$ cat config.mk
export PLATFORM = sky130hd
export DESIGN_NAME = sorted_insert_priority_queue_unit
export DESIGN_NICKNAME = d
export VERILOG_FILES = /design/src/sipq_pkg.sv /design/src/sipq_ram.sv /design/src/sorted_insert_priority_queue_unit.sv
export SDC_FILE = /design/constraint.sdc
export NUM_CORES = 2
export LEC_CHECK = 0
export ABC_AREA = 1
export BUFFER_PORTS_ARGS = -buffer_cell sky130_fd_sc_hd__buf_2
export CAP_MARGIN = 5
export CORE_AREA = 5 5 293 295
export CTS_BUF_LIST = sky130_fd_sc_hd__clkbuf_8 sky130_fd_sc_hd__clkbuf_16
export CTS_CLUSTER_DIAMETER = 100
export DETAILED_ROUTE_END_ITERATION = 6
export DIE_AREA = 0 0 298 300
export PLACE_DENSITY_LB_ADDON = 0.12
export SYNTH_ARGS = -nofsm -noshare
export SYNTH_HDL_FRONTEND = slang
export SYNTH_HIERARCHICAL = 1
export SYNTH_SLANG_ARGS = --single-unit
$ cat constraint.sdc
create_clock -name i_clk -period 5.2 [get_ports i_clk]
set_input_delay 0 -clock i_clk [delete_from_list [all_inputs] [get_ports i_clk]]
set_output_delay 0 -clock i_clk [all_outputs]
set_load 0.005 [all_outputs]
$ cat src/sipq_pkg.sv
// ----------------------------------------------------------------------------
// sipq_pkg
// Shared types and constants for the sorted-insert priority queue unit.
// ----------------------------------------------------------------------------
`default_nettype none

package sipq_pkg;

    // Field widths of one stored entry.
    localparam int KEY_W      = 16;
    localparam int SENDER_W   = 8;
    localparam int RECEIVER_W = 8;
    localparam int ENTRY_W    = KEY_W + SENDER_W + RECEIVER_W;
    localparam int STATUS_W   = 2;
    localparam int CAP_W      = 6;
    localparam int COUNT_W    = 6;

    // Command codes.
    localparam logic CMD_ENQUEUE = 1'b0;
    localparam logic CMD_DEQUEUE = 1'b1;

    // Status codes returned with every transaction.
    localparam logic [STATUS_W-1:0] STATUS_OK    = 2'd0;
    localparam logic [STATUS_W-1:0] STATUS_EMPTY = 2'd1;
    localparam logic [STATUS_W-1:0] STATUS_FULL  = 2'd2;

    // Capacity register value after reset.
    localparam logic [CAP_W-1:0] CAP_RESET = 6'd32;

    // Sequencer states.
    typedef enum logic [2:0] {
        ST_IDLE,
        ST_ENQ_CMP,
        ST_ENQ_WRITE,
        ST_DEQ_READ,
        ST_RESP
    } t_state;

endpackage

`default_nettype wire

$ cat src/sipq_ram.sv
// ----------------------------------------------------------------------------
// sipq_ram
// Generic simple dual-port RAM: one write port, one read port, read data
// registered.
// ----------------------------------------------------------------------------
`default_nettype none

module sipq_ram #(
    parameter int WIDTH = 32,
    parameter int DEPTH = 32
) (
    input  wire logic                     i_clk,
    input  wire logic                     i_we,
    input  wire logic [$clog2(DEPTH)-1:0] i_waddr,
    input  wire logic [WIDTH-1:0]         i_wdata,
    input  wire logic [$clog2(DEPTH)-1:0] i_raddr,
    output logic      [WIDTH-1:0]         o_rdata
);

    logic [WIDTH-1:0] r_mem [DEPTH];

    // Write port.
    always_ff @(posedge i_clk) begin
        if (i_we) begin
            r_mem[i_waddr] <= i_wdata;
        end
    end

    // Registered read port.
    always_ff @(posedge i_clk) begin
        o_rdata <= r_mem[i_raddr];
    end

endmodule

`default_nettype wire

$ cat src/sorted_insert_priority_queue_unit.sv
// ----------------------------------------------------------------------------
// sorted_insert_priority_queue_unit
// Priority queue kept sorted in a circular RAM. An enqueue walks back from
// the tail, moving each larger-keyed entry one slot toward the tail, then
// writes the new entry, so equal keys leave in arrival order. A dequeue
// removes the head entry, which holds the smallest key.
// ----------------------------------------------------------------------------
// Sequence: an enqueue passes through ST_ENQ_CMP and/or ST_ENQ_WRITE, then ST_RESP;
// a dequeue through ST_DEQ_READ and ST_RESP; a rejected transaction goes to ST_RESP.
// Throughput: one transaction at a time, accepted again the cycle after its
// result is loaded; the walk moves one entry per cycle.
// Reset: synchronous, active low; empties the queue and sets the capacity
// limit to 32. The RAM contents are not cleared.
`default_nettype none

module sorted_insert_priority_queue_unit #(
    parameter int DEPTH = 32
) (
    input  wire logic        i_clk,
    input  wire logic        i_rst_n,
    // Configuration register.
    input  wire logic        i_cfg_we,
    input  wire logic [5:0]  i_cfg_data,
    // Input channel.
    input  wire logic        i_in_valid,
    output logic             o_in_ready,
    input  wire logic        i_cmd,
    input  wire logic [15:0] i_in_key,
    input  wire logic [7:0]  i_in_sender,
    input  wire logic [7:0]  i_in_receiver,
    // Output channel.
    output logic             o_out_valid,
    input  wire logic        i_out_ready,
    output logic [1:0]       o_status,
    output logic [15:0]      o_out_key,
    output logic [7:0]       o_out_sender,
    output logic [7:0]       o_out_receiver,
    output logic [5:0]       o_entry_count
);

    import sipq_pkg::*;

    localparam int AW    = (DEPTH > 1) ? $clog2(DEPTH) : 1;
    localparam int CNT_W = $clog2(DEPTH + 1);
    localparam int CMP_W = ((CNT_W > CAP_W) ? CNT_W : CAP_W) + 1;
    localparam logic [AW-1:0]    LAST_SLOT = AW'(DEPTH - 1);
    localparam logic [CMP_W-1:0] DEPTH_CMP = CMP_W'(DEPTH);
    localparam logic [AW:0]      DEPTH_SUM = (AW + 1)'(DEPTH);

    // ------------------------------------------------------------------
    // Registers
    // ------------------------------------------------------------------
    t_state                r_state, n_state;
    logic [CAP_W-1:0]      r_cap;
    logic [AW-1:0]         r_head, n_head;
    logic [CNT_W-1:0]      r_count, n_count;
    logic [AW-1:0]         r_slot, n_slot;
    logic [CNT_W-1:0]      r_pos, n_pos;
    logic [ENTRY_W-1:0]    r_word, n_word;
    logic [STATUS_W-1:0]   r_res_status, n_res_status;
    logic [ENTRY_W-1:0]    r_res_word, n_res_word;
    logic                  r_out_valid, n_out_valid;
    logic [STATUS_W-1:0]   r_out_status;
    logic [ENTRY_W-1:0]    r_out_word;
    logic [COUNT_W-1:0]    r_out_count;

    // RAM port signals.
    logic                  mem_we;
    logic [AW-1:0]         mem_waddr;
    logic [ENTRY_W-1:0]    mem_wdata;
    logic [AW-1:0]         mem_raddr;
    logic [ENTRY_W-1:0]    mem_rdata;

    // ------------------------------------------------------------------
    // Derived values
    // ------------------------------------------------------------------
    logic                  in_fire;
    logic                  out_free;
    logic [CMP_W-1:0]      cap_eff;
    logic                  is_full;
    logic [AW:0]           tail_sum;
    logic [AW-1:0]         tail_slot;
    logic [AW-1:0]         tail_prev;
    logic [AW-1:0]         slot_prev;
    logic [AW-1:0]         slot_prev2;
    logic [AW-1:0]         head_next;
    logic                  key_less;

    assign in_fire  = i_in_valid && o_in_ready;
    assign out_free = !r_out_valid || i_out_ready;

    // Effective capacity: zero acts as one, anything above DEPTH acts as DEPTH.
    always_comb begin
        cap_eff = (r_cap == '0) ? CMP_W'(1) : CMP_W'(r_cap);
        if (cap_eff > DEPTH_CMP) begin
            cap_eff = DEPTH_CMP;
        end
    end
    assign is_full = CMP_W'(r_count) >= cap_eff;

    // Tail slot is head plus count, wrapped once around the store.
    assign tail_sum   = (AW + 1)'(r_head) + (AW + 1)'(r_count);
    assign tail_slot  = (tail_sum >= DEPTH_SUM) ? AW'(tail_sum - DEPTH_SUM) : AW'(tail_sum);
    assign tail_prev  = (tail_slot == '0) ? LAST_SLOT : tail_slot - AW'(1);
    assign slot_prev  = (r_slot == '0) ? LAST_SLOT : r_slot - AW'(1);
    assign slot_prev2 = (slot_prev == '0) ? LAST_SLOT : slot_prev - AW'(1);
    assign head_next  = (r_head == LAST_SLOT) ? '0 : r_head + AW'(1);

    // Shared comparator: the new key against the entry just read.
    assign key_less = r_word[ENTRY_W-1 -: KEY_W] < mem_rdata[ENTRY_W-1 -: KEY_W];

    // ------------------------------------------------------------------
    // Next-state logic
    // ------------------------------------------------------------------
    always_comb begin
        n_state = r_state;
        unique case (r_state)
            ST_IDLE: begin
                if (in_fire) begin
                    if (i_cmd == CMD_DEQUEUE) begin
                        n_state = (r_count == '0) ? ST_RESP : ST_DEQ_READ;
                    end else if (is_full) begin
                        n_state = ST_RESP;
                    end else begin
                        n_state = (r_count == '0) ? ST_ENQ_WRITE : ST_ENQ_CMP;
                    end
                end
            end
            ST_ENQ_CMP: begin
                if (!key_less) begin
                    n_state = ST_RESP;
                end else if (r_pos == CNT_W'(1)) begin
                    n_state = ST_ENQ_WRITE;
                end
            end
            ST_ENQ_WRITE: begin
                n_state = ST_RESP;
            end
            ST_DEQ_READ: begin
                n_state = ST_RESP;
            end
            ST_RESP: begin
                if (out_free) begin
                    n_state = ST_IDLE;
                end
            end
            default: begin
                n_state = ST_IDLE;
            end
        endcase
    end

    // ------------------------------------------------------------------
    // Output and RAM control logic
    // ------------------------------------------------------------------
    always_comb begin
        o_in_ready = 1'b0;
        mem_we     = 1'b0;
        mem_waddr  = r_slot;
        mem_wdata  = r_word;
        mem_raddr  = r_head;
        unique case (r_state)
            ST_IDLE: begin
                o_in_ready = 1'b1;
                // Start the walk by reading the last held entry.
                if (i_cmd == CMD_ENQUEUE) begin
                    mem_raddr = tail_prev;
                end
            end
            ST_ENQ_CMP: begin
                mem_raddr = slot_prev2;
                mem_we    = 1'b1;
                // A larger key moves one slot toward the tail; otherwise the
                // new entry lands in the freed slot.
                mem_wdata = key_less ? mem_rdata : r_word;
            end
            ST_ENQ_WRITE: begin
                mem_we = 1'b1;
            end
            ST_DEQ_READ, ST_RESP: begin
                mem_raddr = r_head;
            end
            default: begin
                mem_raddr = r_head;
            end
        endcase
    end

    // ------------------------------------------------------------------
    // Datapath next values
    // ------------------------------------------------------------------
    always_comb begin
        n_head       = r_head;
        n_count      = r_count;
        n_slot       = r_slot;
        n_pos        = r_pos;
        n_word       = r_word;
        n_res_status = r_res_status;
        n_res_word   = r_res_word;
        n_out_valid  = r_out_valid;
        if (r_out_valid && i_out_ready) begin
            n_out_valid = 1'b0;
        end
        case (r_state)
            ST_IDLE: begin
                if (in_fire) begin
                    n_word       = {i_in_key, i_in_sender, i_in_receiver};
                    n_slot       = tail_slot;
                    n_pos        = r_count;
                    n_res_word   = '0;
                    n_res_status = STATUS_OK;
                    if (i_cmd == CMD_DEQUEUE) begin
                        if (r_count == '0) begin
                            n_res_status = STATUS_EMPTY;
                        end
                    end else if (is_full) begin
                        n_res_status = STATUS_FULL;
                    end
                end
            end
            ST_ENQ_CMP: begin
                if (key_less) begin
                    n_slot = slot_prev;
                    n_pos  = r_pos - CNT_W'(1);
                end else begin
                    n_count = r_count + CNT_W'(1);
                end
            end
            ST_ENQ_WRITE: begin
                n_count = r_count + CNT_W'(1);
            end
            ST_DEQ_READ: begin
                n_res_word = mem_rdata;
                n_head     = head_next;
                n_count    = r_count - CNT_W'(1);
            end
            ST_RESP: begin
                if (out_free) begin
                    n_out_valid = 1'b1;
                end
            end
            default: begin
                n_out_valid = r_out_valid;
            end
        endcase
    end

    // ------------------------------------------------------------------
    // Control registers
    // ------------------------------------------------------------------
    always_ff @(posedge i_clk) begin
        if (!i_rst_n) begin
            r_state     <= ST_IDLE;
            r_cap       <= CAP_RESET;
            r_head      <= '0;
            r_count     <= '0;
            r_out_valid <= 1'b0;
        end else begin
            r_state     <= n_state;
            r_head      <= n_head;
            r_count     <= n_count;
            r_out_valid <= n_out_valid;
            if (i_cfg_we) begin
                r_cap <= i_cfg_data;
            end
        end
    end

    // ------------------------------------------------------------------
    // Payload registers
    // ------------------------------------------------------------------
    always_ff @(posedge i_clk) begin
        r_slot       <= n_slot;
        r_pos        <= n_pos;
        r_word       <= n_word;
        r_res_status <= n_res_status;
        r_res_word   <= n_res_word;
        // The result transaction is loaded once the output register is free.
        if (r_state == ST_RESP && out_free) begin
            r_out_status <= r_res_status;
            r_out_word   <= r_res_word;
            r_out_count  <= COUNT_W'(r_count);
        end
    end

    // ------------------------------------------------------------------
    // Entry store
    // ------------------------------------------------------------------
    sipq_ram #(
        .WIDTH (ENTRY_W),
        .DEPTH (DEPTH)
    ) u_store (
        .i_clk   (i_clk),
        .i_we    (mem_we),
        .i_waddr (mem_waddr),
        .i_wdata (mem_wdata),
        .i_raddr (mem_raddr),
        .o_rdata (mem_rdata)
    );

    // Output ports.
    assign o_out_valid    = r_out_valid;
    assign o_status       = r_out_status;
    assign o_out_key      = r_out_word[ENTRY_W-1 -: KEY_W];
    assign o_out_sender   = r_out_word[RECEIVER_W +: SENDER_W];
    assign o_out_receiver = r_out_word[RECEIVER_W-1:0];
    assign o_entry_count  = r_out_count;

endmodule

`default_nettype wire
After elaboration in Yosys (flattened, before gate mapping) --
Memory sizes are Yosys's and may differ from the RTL's. A register that Yosys moved wholly into a read port is not among the register bits. Cells that the tools add are included. Widths: inputs -> output; s select.
Storage, ports and cells: register bits after elaboration 138, memory bits (writable) 1024, input bits 44, logic and storage cells 101, memories 1
Cells by class: $add $sub $neg 9, order comparisons 4, equality and inequality tests 11, muxes and demuxes 40, reduce and logical (&&, ||, !) cells 23
Memories:
- u_store.r_mem | depth 32, width 32, read ports 1, clocked after memory_dff 1, write ports 1, RTL line sipq_ram.sv:20 | logic [WIDTH-1:0] r_mem [DEPTH];
Operators with widths (number):
- $mux 32 | 3
- $pmux 32 s2 | 1
- $mux 5 | 8
- $mux 6 | 5
- $mux 3 | 7
- $pmux 5 s2 | 2
- $sub 5x1->5 const B | 4
- $pmux 6 s3 | 1
- $lt 16x16->1 | 1
- $logic_not 5->1 | 3
- $logic_not 6->1 | 2
- $pmux 3 s4 | 1
- $pmux 6 s2 | 1
- $sub 6x1->6 const B | 2
- $ne 2x2->1 const B | 4
- $ge 6x7->1 | 1
- $mux 1 | 7
- $add 5x6->6 | 1
- $add 6x1->6 const B | 1
- $eq 3x2->1 const B | 2
- $eq 6x1->1 const B | 1
- $ge 6x6->1 const B | 1
- $gt 6x6->1 const B | 1
- $mux 2 | 3
- 16 further kinds | 24

Depth between registers and ports, before layout --
depth after elaboration 9, mapped depth 24, mapped depth without buffers 21

By module --
Netlist, hierarchy kept.
By module, submodules not included:
- sipq_ram | times used 1, cells an instance 3536, area an instance 42405.7 sq um, seq. area each 31390.1 sq um
- sorted_insert_priority_queue_unit | times used 1, cells an instance 633, area an instance 6705.2 sq um, seq. area each 3933.8 sq um

Least setup slack after synthesis --
Ideal clock, no wire load.
kind register -> register, start point register r_state[1], end point register r_out_count[0], in the netlist o_entry_count[0] (enable), library setup time 487 ps, data arrival time 3337 ps, required time 4713 ps, path slack 1376 ps, stages on the path, launching flop included 4, buffers on the path 0, clock period less this slack 3824 ps, cell sequence dfxtp_1 > nor2_2 > inv_2 > nor3_1
Between the ends: word-level cells in the longest chain between the ends 2
Ends and longest elaborated chain:
- start, declared | RTL line sorted_insert_priority_queue_unit.sv:53 | t_state r_state, n_state;
- start signal, assigned | RTL line sorted_insert_priority_queue_unit.sv:259 | r_state <= n_state;
- $eq 3x3->1 | RTL line sorted_insert_priority_queue_unit.sv:279 | if (r_state == ST_RESP && out_free) begin
- $logic_and 1x1->1 | RTL line sorted_insert_priority_queue_unit.sv:279
- end signal, assigned | RTL line sorted_insert_priority_queue_unit.sv:282 | r_out_count <= COUNT_W'(r_count);
- end, declared | RTL line sorted_insert_priority_queue_unit.sv:65 | logic [COUNT_W-1:0] r_out_count;
Every way passes these cells. A chain may end at the register's enable or synchronous reset.

Worst setup path in the final report --
start point register r_head[0], end point register u_store.o_rdata[24], read port of u_store.r_mem
Between the ends: word-level cells in the longest chain between the ends 7
Ends and longest elaborated chain:
- start, declared | RTL line sorted_insert_priority_queue_unit.sv:55 | logic [AW-1:0] r_head, n_head;
- start signal, assigned | RTL line sorted_insert_priority_queue_unit.sv:260 | r_head <= n_head;
- $add 5x6->6 | RTL line sorted_insert_priority_queue_unit.sv:102 | assign tail_sum = (AW + 1)'(r_head) + (AW + 1)'(r_count);
- $sub 5x1->5 or $ge 6x6->1 (tied branches) | RTL line sorted_insert_priority_queue_unit.sv:103 | assign tail_slot = (tail_sum >= DEPTH_SUM) ? AW'(tail_sum - DEPTH_SUM) : AW'(tail_sum);
- $mux 5 | RTL line sorted_insert_priority_queue_unit.sv:103
- $sub 5x1->5 or $logic_not 5->1 (tied branches) | RTL line sorted_insert_priority_queue_unit.sv:104 | assign tail_prev = (tail_slot == '0) ? LAST_SLOT : tail_slot - AW'(1);
- $mux 5 | RTL line sorted_insert_priority_queue_unit.sv:104
- $mux 5 | RTL line sorted_insert_priority_queue_unit.sv:166 | if (i_cmd == CMD_ENQUEUE) begin
- $pmux 5 s2 (*) | RTL line sorted_insert_priority_queue_unit.sv:162 | unique case (r_state)
- named net mem_raddr[0] | RTL line sorted_insert_priority_queue_unit.sv:71 | logic [AW-1:0] mem_raddr;
- end, declared | RTL line sipq_ram.sv:17 | output logic [WIDTH-1:0] o_rdata
Mark *: on every way through the listed nets, which the timed path passes. The rest lies on a longest branch.

==> flow_summary.yaml <==
placed_design:
  dp_hpwl_um: 69200
  place_congestion: 0.852
  io_buffer_count: 85
  placed_area_um2: 50800
worst_setup_path:
  max_stage_delay_ps: 420
  cpMaxStageDelayCell: "buf_12"
  regToRegSetupSlack_ps: 1030
  critPathRequiredTime_ps: 5820
  reg2regPathDepth: 21
  startpoint_type: "register"
  path_cells: "ha_1 > fa_1 > nand2_1 > inv_1 > nor2_1 > inv_1 > and2_1 > nand3_1 > nand2_1 > o21ai_1 > nand3b_1 > inv_16 > buf_12 > nand2_1 > nand3_1 > nand3_1 > nand2_1 > nand2_1 > nand2_1 > nand2_1 > nand2_1"
  cp_max_fo: 154
  path_class: "reg2reg"
  critPathCaptureType: "register"
  timing.rr.start: "r_head[0]"
  r2r_end: "u_store/o_rdata[24]"
  arrival_ps: 4790
  cpMostUsedCell: "nand2_1"
synthesis:
  synth.avg_cell_area_um2: 11.8
  syn_area_um2: 49100
  syn_inst: 4169
  synth-edff-count: 1141
  ys.flop_type: "edfxtp_1"
  async_reset_ff_share_pct: 0
  ys_ff_latch: 1194
  synth_warnings: 6
  synth_cell_types: 42
  synth_nets: 4254
  ys_seq_area_share_pct: 71.9
floorplan:
  initial_core_util_pct: 59.2
  core_um2: 82900
  dieArea_um2: 89400
  die_x_um: 298
  num_rows: 106
  die_y_um: 300
  ioPinCount: 86
detailed_routing:
  drtPass1Iterations: 6
  drt_iter0_drc: 4014
  ant_nets: 0
  wl_um: 128000
  via_per_inst: 5.87
  route.detailed.drc: 0
  via_count: 32200
  wire_per_inst_um: 23.3
final_layout:
  finalNetCount: 4397
  finalInstanceArea_um2: 55300
  seq_area_um2: 35300
  area_delta_synth_final_pct: 12.6
  drive_above_1_share_pct: 10.7
  final_cell_mix: "nand2_1, edfxtp_1, nand3_1, inv_1, clkbuf_16"
  multi_input_area_um2: 12100
  mostFrequentLayoutCell: "nand2_1"
  fill_cells: 5998
grt:
  grt_usage_pct: 28.4
  grt_start_max_net_pins: 155
  grt_overflow: 0
  antenna_found_initial: 0
  grt_pass1_vias: 30400
  grt_pass1_wl_um: 193000
cts:
  htree_levels: 3
  clock_latency_ps: 700
  clk_pin_slew_ps: 60
  post-cts-setup-buffers: 0
  cts_resized: 0
  cts_buffers: 118
  cts_tree: "built"
  clockBufferDepth: 3
  numClockSinks: 1194
  clockRootBuffer: "clkbuf_16"
timing:
  layout_min_cycle_time_ps: 4170
  worst_slew_pin_slew_ps: 1270
  rsz0062_at_grt: "false"
  fin_tns_setup_ps: 0
  finClkSkew_ps: 25.5
  fmax_mhz: 240
  setup_violations: 0
  drv_slew: 0
  period_share_pct: 80.2
  relSlewSlack_pct: 15.1
  hold_viol: 0
power:
  p_leak_nw: 20.8
  ir_worst_vdd_v: 0.000569
  powerDensity_nw_per_um2: 618
min_path:
  hold_path_end: "r_word[16]"
  hp-class: "in2reg"
  min_path_cells: 2
  hp-start: "i_in_key[0]"
run:
  cap_violations: 0
run_status:
  outcome: "completed"
## cell usage after synthesis (3+ instances only)
cell	number	area [µm²]
buf_2	88	440
buf_8	3	45.0
nand2_2	13	81.3
dfxtp_1	53	1060
buf_6	72	811
nor2_2	5	31.3
ha_1	39	488
nor3_1	8	40.0
o21ai_0	35	175
o21ai_1	16	80.1
xor2_1	12	105
nor2_1	102	383
buf_1	21	78.8
edfxtp_1	1141	34300
nand3_1	795	3980
inv_1	88	330
buf_4	24	180
o21ai_2	24	210
inv_2	7	26.3
nand4_1	5	31.3
clkbuf_1	25	93.8
nand2_1	1535	5760
a21oi_1	34	170
## worst max-delay path: cells and delay by family (launching register included)
family / cells / cell delay (ps)
adder cells (fa/ha/maj): 2 / 650
AO/OA/AOI/OAI: 1 / 130
flip-flops: 1 / 360
buffers and inverters: 4 / 930
AND/OR/NAND/NOR: 14 / 1580
## through the flow
stage / total power, mW / std cells / util (%) / setup WS (ps) / hold WS [ps]
after floorplan: 22.0 / 4169 / - / 1380 / 98.9
after global placement: 25.7 / 5204 / 61.3 / 1230 / 177
after detailed placement: 25.9 / 5204 / 61.3 / 1220 / 178
after CTS: 34.1 / 5492 / 66.6 / 1170 / 0.801
after global routing: 36.0 / 5495 / 66.7 / 743 / 16.4
final: 34.1 / 5497 / 66.7 / 1030 / 32.8
## power by group
| group | internal (mW) | switching, mW | total (mW) |
|---|---|---|---|
| clock | 4.66 | 3.52 | 8.18 |
| combinational | 3.53 | 9.50 | 13.0 |
| sequential | 12.6 | 0.375 | 12.9 |
## registers in the layout (all words and copies together) (netlist names)
signal / cells
mem_waddr: 5
o_entry_count: 6
o_out_valid: 1
o_status: 2
r_cap: 6
r_count: 6
r_head: 5
r_out_word: 32
r_pos: 6
r_res_status: 2
r_res_word: 32
r_state: 3
r_word: 32
u_store/o_rdata: 32
u_store/r_mem: 1024
## cell families (layout without fill, tap and decap cells)
group	count (synthesis)	after routing	synth area share, %
buffers and inverters	330	576	4.12
adder cells (fa/ha/maj)	41	41	1.08
AND/OR/NAND/NOR	2473	2473	21.2
flip-flops	1194	1194	71.9
AO/OA/AOI/OAI	116	116	1.41
other	0	2	0
XOR/XNOR	15	15	0.283
## final cells by class
cell class / instances / share of cell area [%]
clock buffers: 135 / 5.78
repair buffers: 256 / 4.24
well taps: 1080 / 2.44
diodes: 2 / 0.00905
clock inverters: 88 / 1.03
multi-input cells: 2645 / 21.9
flip-flops and latches: 1194 / 63.9
inverters: 97 / 0.717
## layer usage
layer,routed length [µm],track usage [%],part of all wire [%]
met1,52300,41.1,41
met2,61500,46.5,48
met3,11400,4.29,8.9
met4,2840,6.84,2.2
met5,0,0,0
## worst max path at each step
stage | from | endpoint | depth (start not counted)
6_report | r_head[0] | u_store/o_rdata[24] | 21
5_1_grt | r_head[0] | u_store/o_rdata[29] | 21
4_1_cts | r_head[0] | u_store/o_rdata[2] | 17
3_5_place_dp | r_head[0] | u_store/o_rdata[24] | 21
3_3_place_gp | r_head[0] | u_store/o_rdata[31] | 18
2_1_floorplan | r_state[1] | o_entry_count[0] | 3
## timing repair
item,CTS,global route
endpoints found under the setup margin,0,0
hold buffers,65,0
endpoints found under the hold margin,55,0
Note: power is estimated with default switching activity, not from simulation.
